## config.mk

```make
export PLATFORM = sky130hd
export DESIGN_NAME = multi_channel_oneshot_timer_top
export DESIGN_NICKNAME = d
export VERILOG_FILES = /design/src/hdl/mcot_pkg.sv /design/src/hdl/multi_channel_oneshot_timer_top.sv
export SDC_FILE = /design/constraint.sdc
export NUM_CORES = 1
export LEC_CHECK = 0
export BUFFER_PORTS_ARGS = -buffer_cell sky130_fd_sc_hd__buf_2
export CAP_MARGIN = 10
export CORE_MARGIN = 4
export CORE_UTILIZATION = 45
export CTS_CLUSTER_SIZE = 16
export DETAILED_ROUTE_END_ITERATION = 10
export GPL_TIMING_DRIVEN = 0
export PLACE_DENSITY_LB_ADDON = 0.3
export SLEW_MARGIN = 5
export SYNTH_ARGS = -nofsm -noshare
export SYNTH_HDL_FRONTEND = slang
export SYNTH_SLANG_ARGS = --single-unit
```

## constraint.sdc

```tcl
create_clock -name clk -period 7 [get_ports clk]
set_clock_uncertainty 0.2 [all_clocks]
set_input_delay 0.35 -clock clk [delete_from_list [all_inputs] [get_ports clk]]
set_output_delay 0.35 -clock clk [all_outputs]
set_load 0.1 [all_outputs]
```

## src/hdl/mcot_pkg.sv

```systemverilog
`timescale 1ns / 1ps
// Types and codes shared by the multi-channel one-shot timer.
// No dependencies.
package mcot_pkg;

  localparam logic [2:0] OP_SET        = 3'd0;
  localparam logic [2:0] OP_CANCEL     = 3'd1;
  localparam logic [2:0] OP_CANCEL_ALL = 3'd2;
  localparam logic [2:0] OP_QUERY      = 3'd3;
  localparam logic [2:0] OP_TICK       = 3'd4;

  localparam logic [1:0] KIND_OK     = 2'd0;
  localparam logic [1:0] KIND_REJECT = 2'd1;
  localparam logic [1:0] KIND_QUERY  = 2'd2;
  localparam logic [1:0] KIND_EXPIRY = 2'd3;

  typedef struct packed {
    logic [2:0]  op;
    logic [7:0]  channel;
    logic [31:0] duration_ms;
  } mcot_in_t;

  typedef struct packed {
    logic [1:0]  kind;
    logic [7:0]  event_channel;
    logic [31:0] remaining_ms;
    logic        timer_present;
    logic [4:0]  active_count;
    logic        last;
  } mcot_out_t;

endpackage

```

## src/hdl/multi_channel_oneshot_timer_top.sv

```systemverilog
`timescale 1ns / 1ps
// Multi-channel one-shot millisecond timer: command sequencer, remaining-time RAM,
// running flags and result register. Depends on mcot_pkg.
//
//   channel | ports                         | beat
//   --------+-------------------------------+-----------------------------
//   in      | in_valid, in_ready, in_data   | one command (mcot_in_t)
//   out     | out_valid, out_ready, out_data| one result (mcot_out_t)
//   cfg     | cfg_valid, cfg_ready, cfg_data| switch_count write
//
// Set, cancel, cancel-all and unused ops load a result from idle; query waits in
// ST_QRY for the registered RAM read. A tick walks the RAM (read in ST_RD, write
// in ST_UPD per channel), then scans the expiry mask in ST_EMIT to issue results.
// Reset clears running flags and the active count at once; no clearing pass.
// A stalled result register holds the sequencer; cfg_ready is always high.
module multi_channel_oneshot_timer_top
  import mcot_pkg::*;
#(
  parameter int MAX_CHANNELS = 16
) (
  input  logic      clk,
  input  logic      rst_n,
  input  logic      in_valid,
  output logic      in_ready,
  input  mcot_in_t  in_data,
  output logic      out_valid,
  input  logic      out_ready,
  output mcot_out_t out_data,
  input  logic      cfg_valid,
  output logic      cfg_ready,
  input  logic [4:0] cfg_data
);

  localparam int IDX_W = (MAX_CHANNELS > 1) ? $clog2(MAX_CHANNELS) : 1;
  localparam int CNT_W = $clog2(MAX_CHANNELS + 1);
  localparam logic [IDX_W-1:0] LAST_IDX = IDX_W'(MAX_CHANNELS - 1);

  typedef enum logic [4:0] {
    ST_IDLE = 5'b00001,
    ST_QRY  = 5'b00010,
    ST_RD   = 5'b00100,
    ST_UPD  = 5'b01000,
    ST_EMIT = 5'b10000
  } state_t;

  state_t                  state_r, state_nxt;
  logic [IDX_W-1:0]        idx_r, idx_nxt;
  logic [MAX_CHANNELS-1:0] running_r, running_nxt;
  logic [MAX_CHANNELS-1:0] exp_mask_r, exp_mask_nxt;
  logic [CNT_W-1:0]        act_r, act_nxt;
  logic [CNT_W-1:0]        exp_left_r, exp_left_nxt;
  logic [4:0]              sc_r;
  logic [7:0]              qchan_r, qchan_nxt;
  logic                    qpres_r, qpres_nxt;
  logic                    out_valid_r;
  mcot_out_t               out_r;

  logic [31:0]      rem_mem [MAX_CHANNELS];
  logic [31:0]      rd_data_r;
  logic             mem_we;
  logic [IDX_W-1:0] mem_wa;
  logic [31:0]      mem_wd;
  logic [IDX_W-1:0] mem_ra;

  logic             slot_free;
  logic             load;
  mcot_out_t        ld_data;
  logic             in_table;
  logic [IDX_W-1:0] in_idx;
  logic             accept;

  assign slot_free = !out_valid_r || out_ready;
  assign in_ready  = (state_r == ST_IDLE) && slot_free;
  assign accept    = in_valid && in_ready;
  assign in_table  = 9'(in_data.channel) < 9'(MAX_CHANNELS);
  assign in_idx    = in_table ? in_data.channel[IDX_W-1:0] : '0;
  assign cfg_ready = 1'b1;
  assign out_valid = out_valid_r;
  assign out_data  = out_r;

  always_comb begin
    state_nxt    = state_r;
    idx_nxt      = idx_r;
    running_nxt  = running_r;
    exp_mask_nxt = exp_mask_r;
    act_nxt      = act_r;
    exp_left_nxt = exp_left_r;
    qchan_nxt    = qchan_r;
    qpres_nxt    = qpres_r;
    mem_we       = 1'b0;
    mem_wa       = idx_r;
    mem_wd       = rd_data_r - 32'd1;
    mem_ra       = in_idx;
    load         = 1'b0;
    ld_data      = '0;
    case (state_r)
      ST_IDLE: begin
        if (accept) begin
          ld_data.event_channel = in_data.channel;
          ld_data.last          = 1'b1;
          case (in_data.op)
            OP_SET: begin
              load = 1'b1;
              if (in_table && (in_data.channel < {3'b000, sc_r}) &&
                  (in_data.duration_ms != 32'd0)) begin
                mem_we              = 1'b1;
                mem_wa              = in_idx;
                mem_wd              = in_data.duration_ms;
                running_nxt[in_idx] = 1'b1;
                if (!running_r[in_idx]) begin
                  act_nxt = act_r + CNT_W'(1);
                end
                ld_data.kind = KIND_OK;
              end else begin
                ld_data.kind = KIND_REJECT;
              end
              ld_data.active_count = 5'(act_nxt);
            end
            OP_CANCEL: begin
              load = 1'b1;
              if (in_table && running_r[in_idx]) begin
                running_nxt[in_idx] = 1'b0;
                act_nxt             = act_r - CNT_W'(1);
              end
              ld_data.kind         = KIND_OK;
              ld_data.active_count = 5'(act_nxt);
            end
            OP_CANCEL_ALL: begin
              load                  = 1'b1;
              running_nxt           = '0;
              act_nxt               = '0;
              ld_data.kind          = KIND_OK;
              ld_data.event_channel = 8'd0;
            end
            OP_QUERY: begin
              qchan_nxt = in_data.channel;
              qpres_nxt = in_table && running_r[in_idx];
              state_nxt = ST_QRY;
            end
            OP_TICK: begin
              idx_nxt      = '0;
              exp_mask_nxt = '0;
              exp_left_nxt = '0;
              state_nxt    = ST_RD;
            end
            default: begin
              load                 = 1'b1;
              ld_data.kind         = KIND_REJECT;
              ld_data.active_count = 5'(act_r);
            end
          endcase
        end
      end
      ST_QRY: begin
        load                  = 1'b1;
        ld_data.kind          = KIND_QUERY;
        ld_data.event_channel = qchan_r;
        ld_data.remaining_ms  = qpres_r ? rd_data_r : 32'd0;
        ld_data.timer_present = qpres_r;
        ld_data.active_count  = 5'(act_r);
        ld_data.last          = 1'b1;
        state_nxt             = ST_IDLE;
      end
      ST_RD: begin
        mem_ra    = idx_r;
        state_nxt = ST_UPD;
      end
      ST_UPD: begin
        if (running_r[idx_r]) begin
          if (rd_data_r <= 32'd1) begin
            running_nxt[idx_r]  = 1'b0;
            exp_mask_nxt[idx_r] = 1'b1;
            act_nxt             = act_r - CNT_W'(1);
            exp_left_nxt        = exp_left_r + CNT_W'(1);
          end else begin
            mem_we = 1'b1;
          end
        end
        if (idx_r == LAST_IDX) begin
          idx_nxt   = '0;
          state_nxt = ST_EMIT;
        end else begin
          idx_nxt   = idx_r + IDX_W'(1);
          state_nxt = ST_RD;
        end
      end
      ST_EMIT: begin
        ld_data.active_count = 5'(act_r);
        if (exp_left_r == '0) begin
          if (slot_free) begin
            load         = 1'b1;
            ld_data.kind = KIND_OK;
            ld_data.last = 1'b1;
            state_nxt    = ST_IDLE;
          end
        end else if (exp_mask_r[idx_r]) begin
          if (slot_free) begin
            load                  = 1'b1;
            ld_data.kind          = KIND_EXPIRY;
            ld_data.event_channel = 8'(idx_r);
            ld_data.last          = (exp_left_r == CNT_W'(1));
            exp_mask_nxt[idx_r]   = 1'b0;
            exp_left_nxt          = exp_left_r - CNT_W'(1);
            if (exp_left_r == CNT_W'(1)) begin
              idx_nxt   = '0;
              state_nxt = ST_IDLE;
            end else begin
              idx_nxt = idx_r + IDX_W'(1);
            end
          end
        end else begin
          idx_nxt = idx_r + IDX_W'(1);
        end
      end
      default: begin
        state_nxt = ST_IDLE;
      end
    endcase
  end

  always_ff @(posedge clk) begin
    if (mem_we) begin
      rem_mem[mem_wa] <= mem_wd;
    end
    rd_data_r <= rem_mem[mem_ra];
  end

  always_ff @(posedge clk) begin
    if (!rst_n) begin
      state_r     <= ST_IDLE;
      idx_r       <= '0;
      running_r   <= '0;
      exp_mask_r  <= '0;
      act_r       <= '0;
      exp_left_r  <= '0;
      sc_r        <= 5'd16;
      out_valid_r <= 1'b0;
    end else begin
      state_r    <= state_nxt;
      idx_r      <= idx_nxt;
      running_r  <= running_nxt;
      exp_mask_r <= exp_mask_nxt;
      act_r      <= act_nxt;
      exp_left_r <= exp_left_nxt;
      if (cfg_valid && cfg_ready) begin
        sc_r <= cfg_data;
      end
      if (load) begin
        out_valid_r <= 1'b1;
      end else if (out_ready) begin
        out_valid_r <= 1'b0;
      end
    end
  end

  always_ff @(posedge clk) begin
    qchan_r <= qchan_nxt;
    qpres_r <= qpres_nxt;
    if (load) begin
      out_r <= ld_data;
    end
  end

endmodule
```

==> qor.csv, run 1 <==
stage,metric,value,unit
layout,area_delta_synth_final,16.7,%
setup_path,path_cells,nor3_1 -> or4b_1 -> or2_2 -> clkbuf_1 -> nor2_1 -> nand2_1 -> xor2_1 -> o21ai_1,
synth,synthFlopType,edfxtp_1,
timing,setup_viol,0,
setup_path,crit_family,simple AND/OR/NAND/NOR gates,
die,row_count,92,
layout,final_nets,2644,
grt,grt_pass1_wl,132000,µm
detailed_routing,remaining_drc_errors,0,
cts,cts_resized,0,
synth,yosysTopAreaCell,edfxtp_1,
timing,slew_viol_final,0,
setup_path,crit_type,reg2reg,
synth,synth_seq_cells,659,
job,cap_violations,0,
timing,worst_slack,2.22,ns
timing,finalCritPeriodShare,68.2,%
power,power,9.57,mW
die,core,63000,µm²
grt,antenna_found_initial,2,
die,start_util,45.3,%
cts,cts_max_path_buffers,3,
synth,synth_edf_count,570,
cts,post_cts_buffers,0,
detailed_routing,wl_per_cell,26.1,µm
place,placed_cells,3325,
cts,hold_buffers,25,
timing,max_freq,0.209,GHz
setup_path,end_kind,flop,
detailed_routing,vias,21600,
setup_path,r2r_end,rem_mem[1][31],
detailed_routing,via_per_inst,6.21,
synth,yosysWarnings,0,
setup_path,r2r_slack,2.22,ns
synth,yosysUniqueCellTypes,82,
power,power.density,287,nW/µm²
layout,final_common_cell,edfxtp_1,
synth,synth_top_area_share,60.0,%
place,pre_cts_ws,2.32,ns
hold_path,hp-start,in_data[15],
place,gp_congestion,0.955,
die,die_height,260,µm
power,max-vdd-ir-drop,0.000192,V
layout,instances_no_fill,3477,
cts,clk_pin_slew_worst_paths,0.06,ns
cts,htreeDepth,3,
grt,grt_pass1_vias,20900,
synth,synthCells,2329,
cts,clkLatencyLatePin,0.61,ns
detailed_routing,drt-initial-drc-count,2826,
detailed_routing,routed_wirelength,90800,µm
place,place_hpwl,62900,µm
power,leakagePower,10.9,nW
grt,grtUsageTotal,26.1,%
layout,drive_above_1_share,12.2,%
grt,grt_max_degree,25,
cts,cts.sinks,659,
timing,rsz0062_at_grt,no,
detailed_routing,dr.pass1.iters,6,
setup_path,worst_path_max_delay_cell,o21ai_1,
detailed_routing,drtAntennaViolNets,0,
cts,tritoncts,done,
setup_path,worstPathArrival,4.81,ns
setup_path,cp_num_buf_inv,1,
cts,clock_tree.root_cell,clkbuf_16,
setup_path,r2r_cells,8,
setup_path,crit_required,7.03,ns
cts,cts_buffers,69,
layout,fill_cells,5316,
hold_path,hp-class,in2reg,
die,io_pins,105,
synth,synth.area.top_cells,"edfxtp_1 (60%), dfxtp_1 (6.2%), nand2_1 (4.6%)",
layout,final_cell_mix,"edfxtp_1 (570), nand2_1 (352), clkbuf_1 (200)",
place,port_buffers,99,
synth,avgSynthCellArea,12.3,µm²
hold_path,min_path_cells,3,
timing,fin_crit,4.78,ns
die,die_x,260,µm
synth,yosysSeqAreaShare,66.2,%
timing,slew-limit-headroom,13.8,%
timing,finalHoldViolations,0,
layout,fin_util,52.9,%
hold_path,hold_end,rem_mem[11][15],
timing,tns,0,ns
synth,netlist_area,28500,µm²
run_status,outcome,"complete, no violations",
synth,async_flop_share,0,%
setup_path,cpPeakStageDelay,0.92,ns
setup_path,worst_r2r_startpoint,rd_data_r[0],
setup_path,worstPathMaxFanout,16,
timing,tightestPinTransition,1.28,ns
grt,gr-total-overflow,0,
synth,synth_fp_nets,2397,
die,die_area,67500,µm²
setup_path,cp-start-kind,flop,
[flip-flops by register name (all words and copies together) (netlist names), 8 cells and up]
name	cells
exp_mask_r	16
running_r	16
rd_data_r	32
out_data	49
qchan_r	8
rem_mem	512
[logic make-up (layout without fill, tap and decap cells)]
| logic type | count (synthesis) | after routing | synth area share (%) |
|---|---|---|---|
| flip-flops | 659 | 659 | 66.2 |
| XOR/XNOR | 32 | 32 | 0.982 |
| buffers and inverters | 220 | 521 | 3.00 |
| multiplexers | 28 | 28 | 1.44 |
| other | 1 | 2 | 0.0131 |
| AO/OA/AOI/OAI | 634 | 634 | 15.2 |
| adder cells (fa/ha/maj) | 15 | 15 | 0.658 |
| AND/OR/NAND/NOR | 740 | 740 | 12.4 |
[power by group]
group / internal, mW / switching (mW) / total [mW]
registers: 4.43 / 0.0607 / 4.49
clock network: 2.04 / 1.52 / 3.56
logic: 0.255 / 1.26 / 1.52
total: 6.73 / 2.84 / 9.57
[metrics by stage]
stage	hold slack, ns	instance area (µm²)
final	0.0457	33300
after global routing	0.0213	33300
after CTS	0.00448	33300
after detailed placement	0.294	30900
after global placement	0.275	30100
after floorplan	0.249	28500
[worst register-to-register path: stages (launching register included)]
cell,delay (ns)
dfxtp_1,0.42
nor3_1,0.78
or4b_1,0.69
or2_2,0.35
clkbuf_1,0.21
nor2_1,0.52
nand2_1,0.15
xor2_1,0.17
o21ai_1,0.92
[cell type report]
cell class	count	area, µm²	share of cell area (%)
sequential	659	18900	56.7
multi-input combinational	1450	8910	26.8
clock buffer	100	1930	5.81
timing repair buffer	176	1390	4.18
tap	846	1060	3.18
buffer	200	781	2.34
clock inverter	25	249	0.748
inverter	20	75.1	0.225
antenna	1	2.50	0.00751
[Yosys cell counts (all sizes together) (7+ instances only)]
master	count
o311ai	9
nand2b	13
a211oi	173
o21ai	97
or3	12
buf	23
mux4	10
xnor2	16
nand3	18
a31oi	75
edfxtp	570
and3	164
inv	19
mux2i	13
o22ai	9
and2	12
nor3	22
a311oi	65
a21oi	118
nand4	7
or2	10
dfxtp	89
o211ai	23
nand2	352
nor2	82
clkbuf	177
xor2	16
ha	15
nor4	16
nor2b	10
nor3b	7
[how the worst max path moves through the flow]
| stage | startpoint | endpoint | slack (ns) | cells after the start |
|---|---|---|---|---|
| 2_1_floorplan | out_valid | out_data[0] | 2.54 | 4 |
| 3_3_place_gp | state_r[1] | out_data[23] | 0.51 | 4 |
| 3_5_place_dp | in_data[39] | rem_mem[10][31] | 2.32 | 10 |
| 4_1_cts | in_data[39] | rem_mem[1][31] | 2.39 | 11 |
| 5_1_grt | in_data[39] | rd_data_r[27] | 2.05 | 11 |
| 6_report | rd_data_r[0] | rem_mem[1][31] | 2.22 | 8 |
[routing by layer]
layer	up-vias	wire length [µm]	GRT usage [%]
met3	239	9260	5.49
met2	1319	42500	42.3
met1	10600	35200	34.6
met5	-	0	0
met4	0	3770	10.6
li1	9471	-	-
No activity file was read; power rests on OpenSTA's default activity.
==> run 2: changes to the inputs <==
Clock period 7 ns to 4.32 ns, I/O delays scaled along.
==> run 2 against run 1 <==
Net effect:
- the run now ends with setup timing left
- setup slack lost 2.2 ns
- power is 68% higher
- via count rose by 1.6%
- sequential power increased by 62%
- sequential cell count is the same
- critical path depth is 4 higher
- sequential share of layout area down 1.3 points
- die area is the same
- utilization up 1.3 points
- final cell count is 1.2% higher
- global-route usage is 0.097 points lower
- clock power up 78%
- highest routed layer unchanged
==> qor.csv, run 2 (synthesis gave the netlist of run 1 again) <==
stage,metric,value,unit,change
setup_path,worstPathMaxFanout,10,,-6
layout,drive_above_1_share,14.0,%,+1.8 points
power,power.density,471,nW/µm²,+64%
die,die_area,67500,µm²,unchanged
setup_path,r2r_cells,10,,+2
timing,tns,-0.0946,ns,-0.0946 ns
hold_path,hold_end,rem_mem[10][22],,
setup_path,r2r_slack,0.07,ns,-2.15 ns
layout,area_delta_synth_final,19.5,%,
cts,tritoncts,done,,
timing,worst_slack,-0.0166,ns,-2.24 ns
place,placed_area,30900,µm²,+0.14%
cts,cts_buffers,70,,+1.4%
timing,fin_crit,4.34,ns,
place,gp_congestion,0.928,,-2.8%
setup_path,cp-start-kind,primary input,,
place,place_hpwl,62200,µm,-1.1%
run_status,outcome,finished with violations,,
setup_path,end_kind,flop,,
grt,grtUsageTotal,26.0,%,-0.097 points
cts,cts_max_path_buffers,3,,unchanged
grt,antenna_found_initial,0,,-2
detailed_routing,drt-initial-drc-count,2827,,+0.035%
place,port_buffers,99,,unchanged
setup_path,r2r_end,rem_mem[1][15],,
setup_path,worstPathArrival,4.60,ns,-0.21 ns
layout,final_nets,2683,,+1.5%
die,die_height,260,µm,unchanged
grt,grt_max_degree,23,,-8.0%
timing,tightestPinTransition,1.23,ns,-0.0535 ns
die,io_pins,105,,unchanged
timing,slew_viol_final,0,,unchanged
die,row_count,92,,unchanged
grt,grt_pass1_wl,132000,µm,-0.13%
detailed_routing,wl_per_cell,25.9,µm,-0.66%
timing,finalCritPeriodShare,100,%,
timing,finalHoldViolations,0,,unchanged
layout,final_common_cell,edfxtp_1,,
layout,fill_cells,5190,,-2.4%
grt,gr-total-overflow,0,,unchanged
setup_path,crit_type,in2reg,,
setup_path,worst_r2r_startpoint,sc_r[1],,
grt,grt_pass1_vias,21100,,+0.85%
detailed_routing,dr.pass1.iters,6,,unchanged
job,cap_violations,0,,unchanged
die,core,63000,µm²,unchanged
layout,stdcell_area,34100,µm²,+2.4%
timing,max_freq,0.231,GHz,
hold_path,hp-class,in2reg,,
cts,htreeDepth,3,,unchanged
cts,cts.sinks,659,,unchanged
cts,clock_tree.root_cell,clkbuf_16,,
die,die_x,260,µm,unchanged
detailed_routing,routed_wirelength,91200,µm,+0.54%
power,max-vdd-ir-drop,0.000376,V,+96%
timing,slew-limit-headroom,18.2,%,+4.4 points
layout,final_cell_mix,"edfxtp_1 (570), nand2_1 (352), clkbuf_1 (180)",,
layout,regMostFlops,rem_mem,,
layout,fin_util,54.2,%,+1.3 points
power,leakagePower,11.3,nW,+3.2%
die,start_util,45.3,%,unchanged
hold_path,min_path_cells,3,,unchanged
run_status,violations,setup timing,,
layout,largest_reg_flops,512,,unchanged
hold_path,hp-start,in_data[22],,
cts,clk_pin_slew_worst_paths,0.06,ns,about the same
timing,setup_viol,8,,+8
setup_path,crit_required,4.59,ns,-2.44 ns
cts,clkLatencyLatePin,0.62,ns,about the same
detailed_routing,vias,21900,,+1.6%
detailed_routing,drtAntennaViolNets,0,,unchanged
detailed_routing,via_per_inst,6.24,,+0.38%
detailed_routing,remaining_drc_errors,0,,unchanged
timing,rsz0062_at_grt,yes,,
-- run 2: worst max path at each step --
| stage | slack, ns | depth (start not counted) | startpoint | to |
|---|---|---|---|---|
| 3_5_place_dp | -0.49 | 10 | in_data[17] | rem_mem[8][13] |
| 4_1_cts | 0.02 | 12 | in_data[38] | rem_mem[8][31] |
| 3_3_place_gp | -2.35 | 9 | in_data[17] | rem_mem[0][19] |
| 5_1_grt | -0.11 | 12 | in_data[38] | rem_mem[0][15] |
| 2_1_floorplan | 0.13 | 4 | out_valid | out_data[0] |
| 6_report | -0.02 | 12 | in_data[38] | rem_mem[1][15] |
-- run 2: power by group --
group	leakage, nW	switching, mW	internal [mW]
sequential	5.88	0.104	7.18
combinational	4.21	2.03	0.436
clock	1.18	2.58	3.73
-- run 2: through the flow --
stage	hold slack, ns	total power, mW	setup slack (ns)	instances
2_1_floorplan	0.115	9.24	0.126	2329
3_5_place_dp	0.246	9.84	-0.490	3326
5_1_grt	0.0351	16.5	-0.112	3518
3_3_place_gp	0.245	9.77	-2.35	3274
6_report	0.0181	16.1	-0.0166	3519
4_1_cts	0.00186	16.1	0.0162	3493
-- run 2: final cells by class --
cell class | instances | area (µm²) | area share [%]
Clock inverter | 48 | 596 | 1.75
Timing Repair Buffer | 212 | 1850 | 5.42
Sequential cell | 659 | 18900 | 55.4
Buffer | 200 | 788 | 2.31
Multi-Input combinational cell | 1452 | 8980 | 26.3
Tap cell | 846 | 1060 | 3.10
Antenna cell | 1 | 2.50 | 0.00734
Inverter | 20 | 75.1 | 0.220
Clock buffer | 81 | 1850 | 5.44
-- run 2: repair_timing --
| item | 4_1_cts | 5_1_grt |
|---|---|---|
| endpoints found under the hold margin | 105 | 11 |
| hold buffers | 38 | 2 |
| endpoints found under the setup margin | 17 | 404 |
| gates cloned | 0 | 2 |
| pin swaps | 0 | 10 |
| gates resized for setup | 3 | 11 |
| buffers inserted | 0 | 20 |
-- run 2: critical path, cell delays in order --
cell and delay [ns]:
dlygate4sd3_1 0.53, buf_2 0.15, or4_4 0.55, buf_6 0.17, nor2_1 0.12, o21ai_1 0.16, a2111oi_4 0.55, buf_2 0.39
clkbuf_1 0.75, nand2_1 0.28, o21ai_1 0.42, buf_4 0.28
-- run 2: per-layer routing --
metal / GRT usage (%) / share of wire (%) / vias to the layer above
met5: 0 / 0 / -
met2: 42.4 / 47 / 1428
met4: 11.9 / 4.7 / 0
li1: - / - / 9537
met3: 4.48 / 9.7 / 240
met1: 34.3 / 38 / 10700
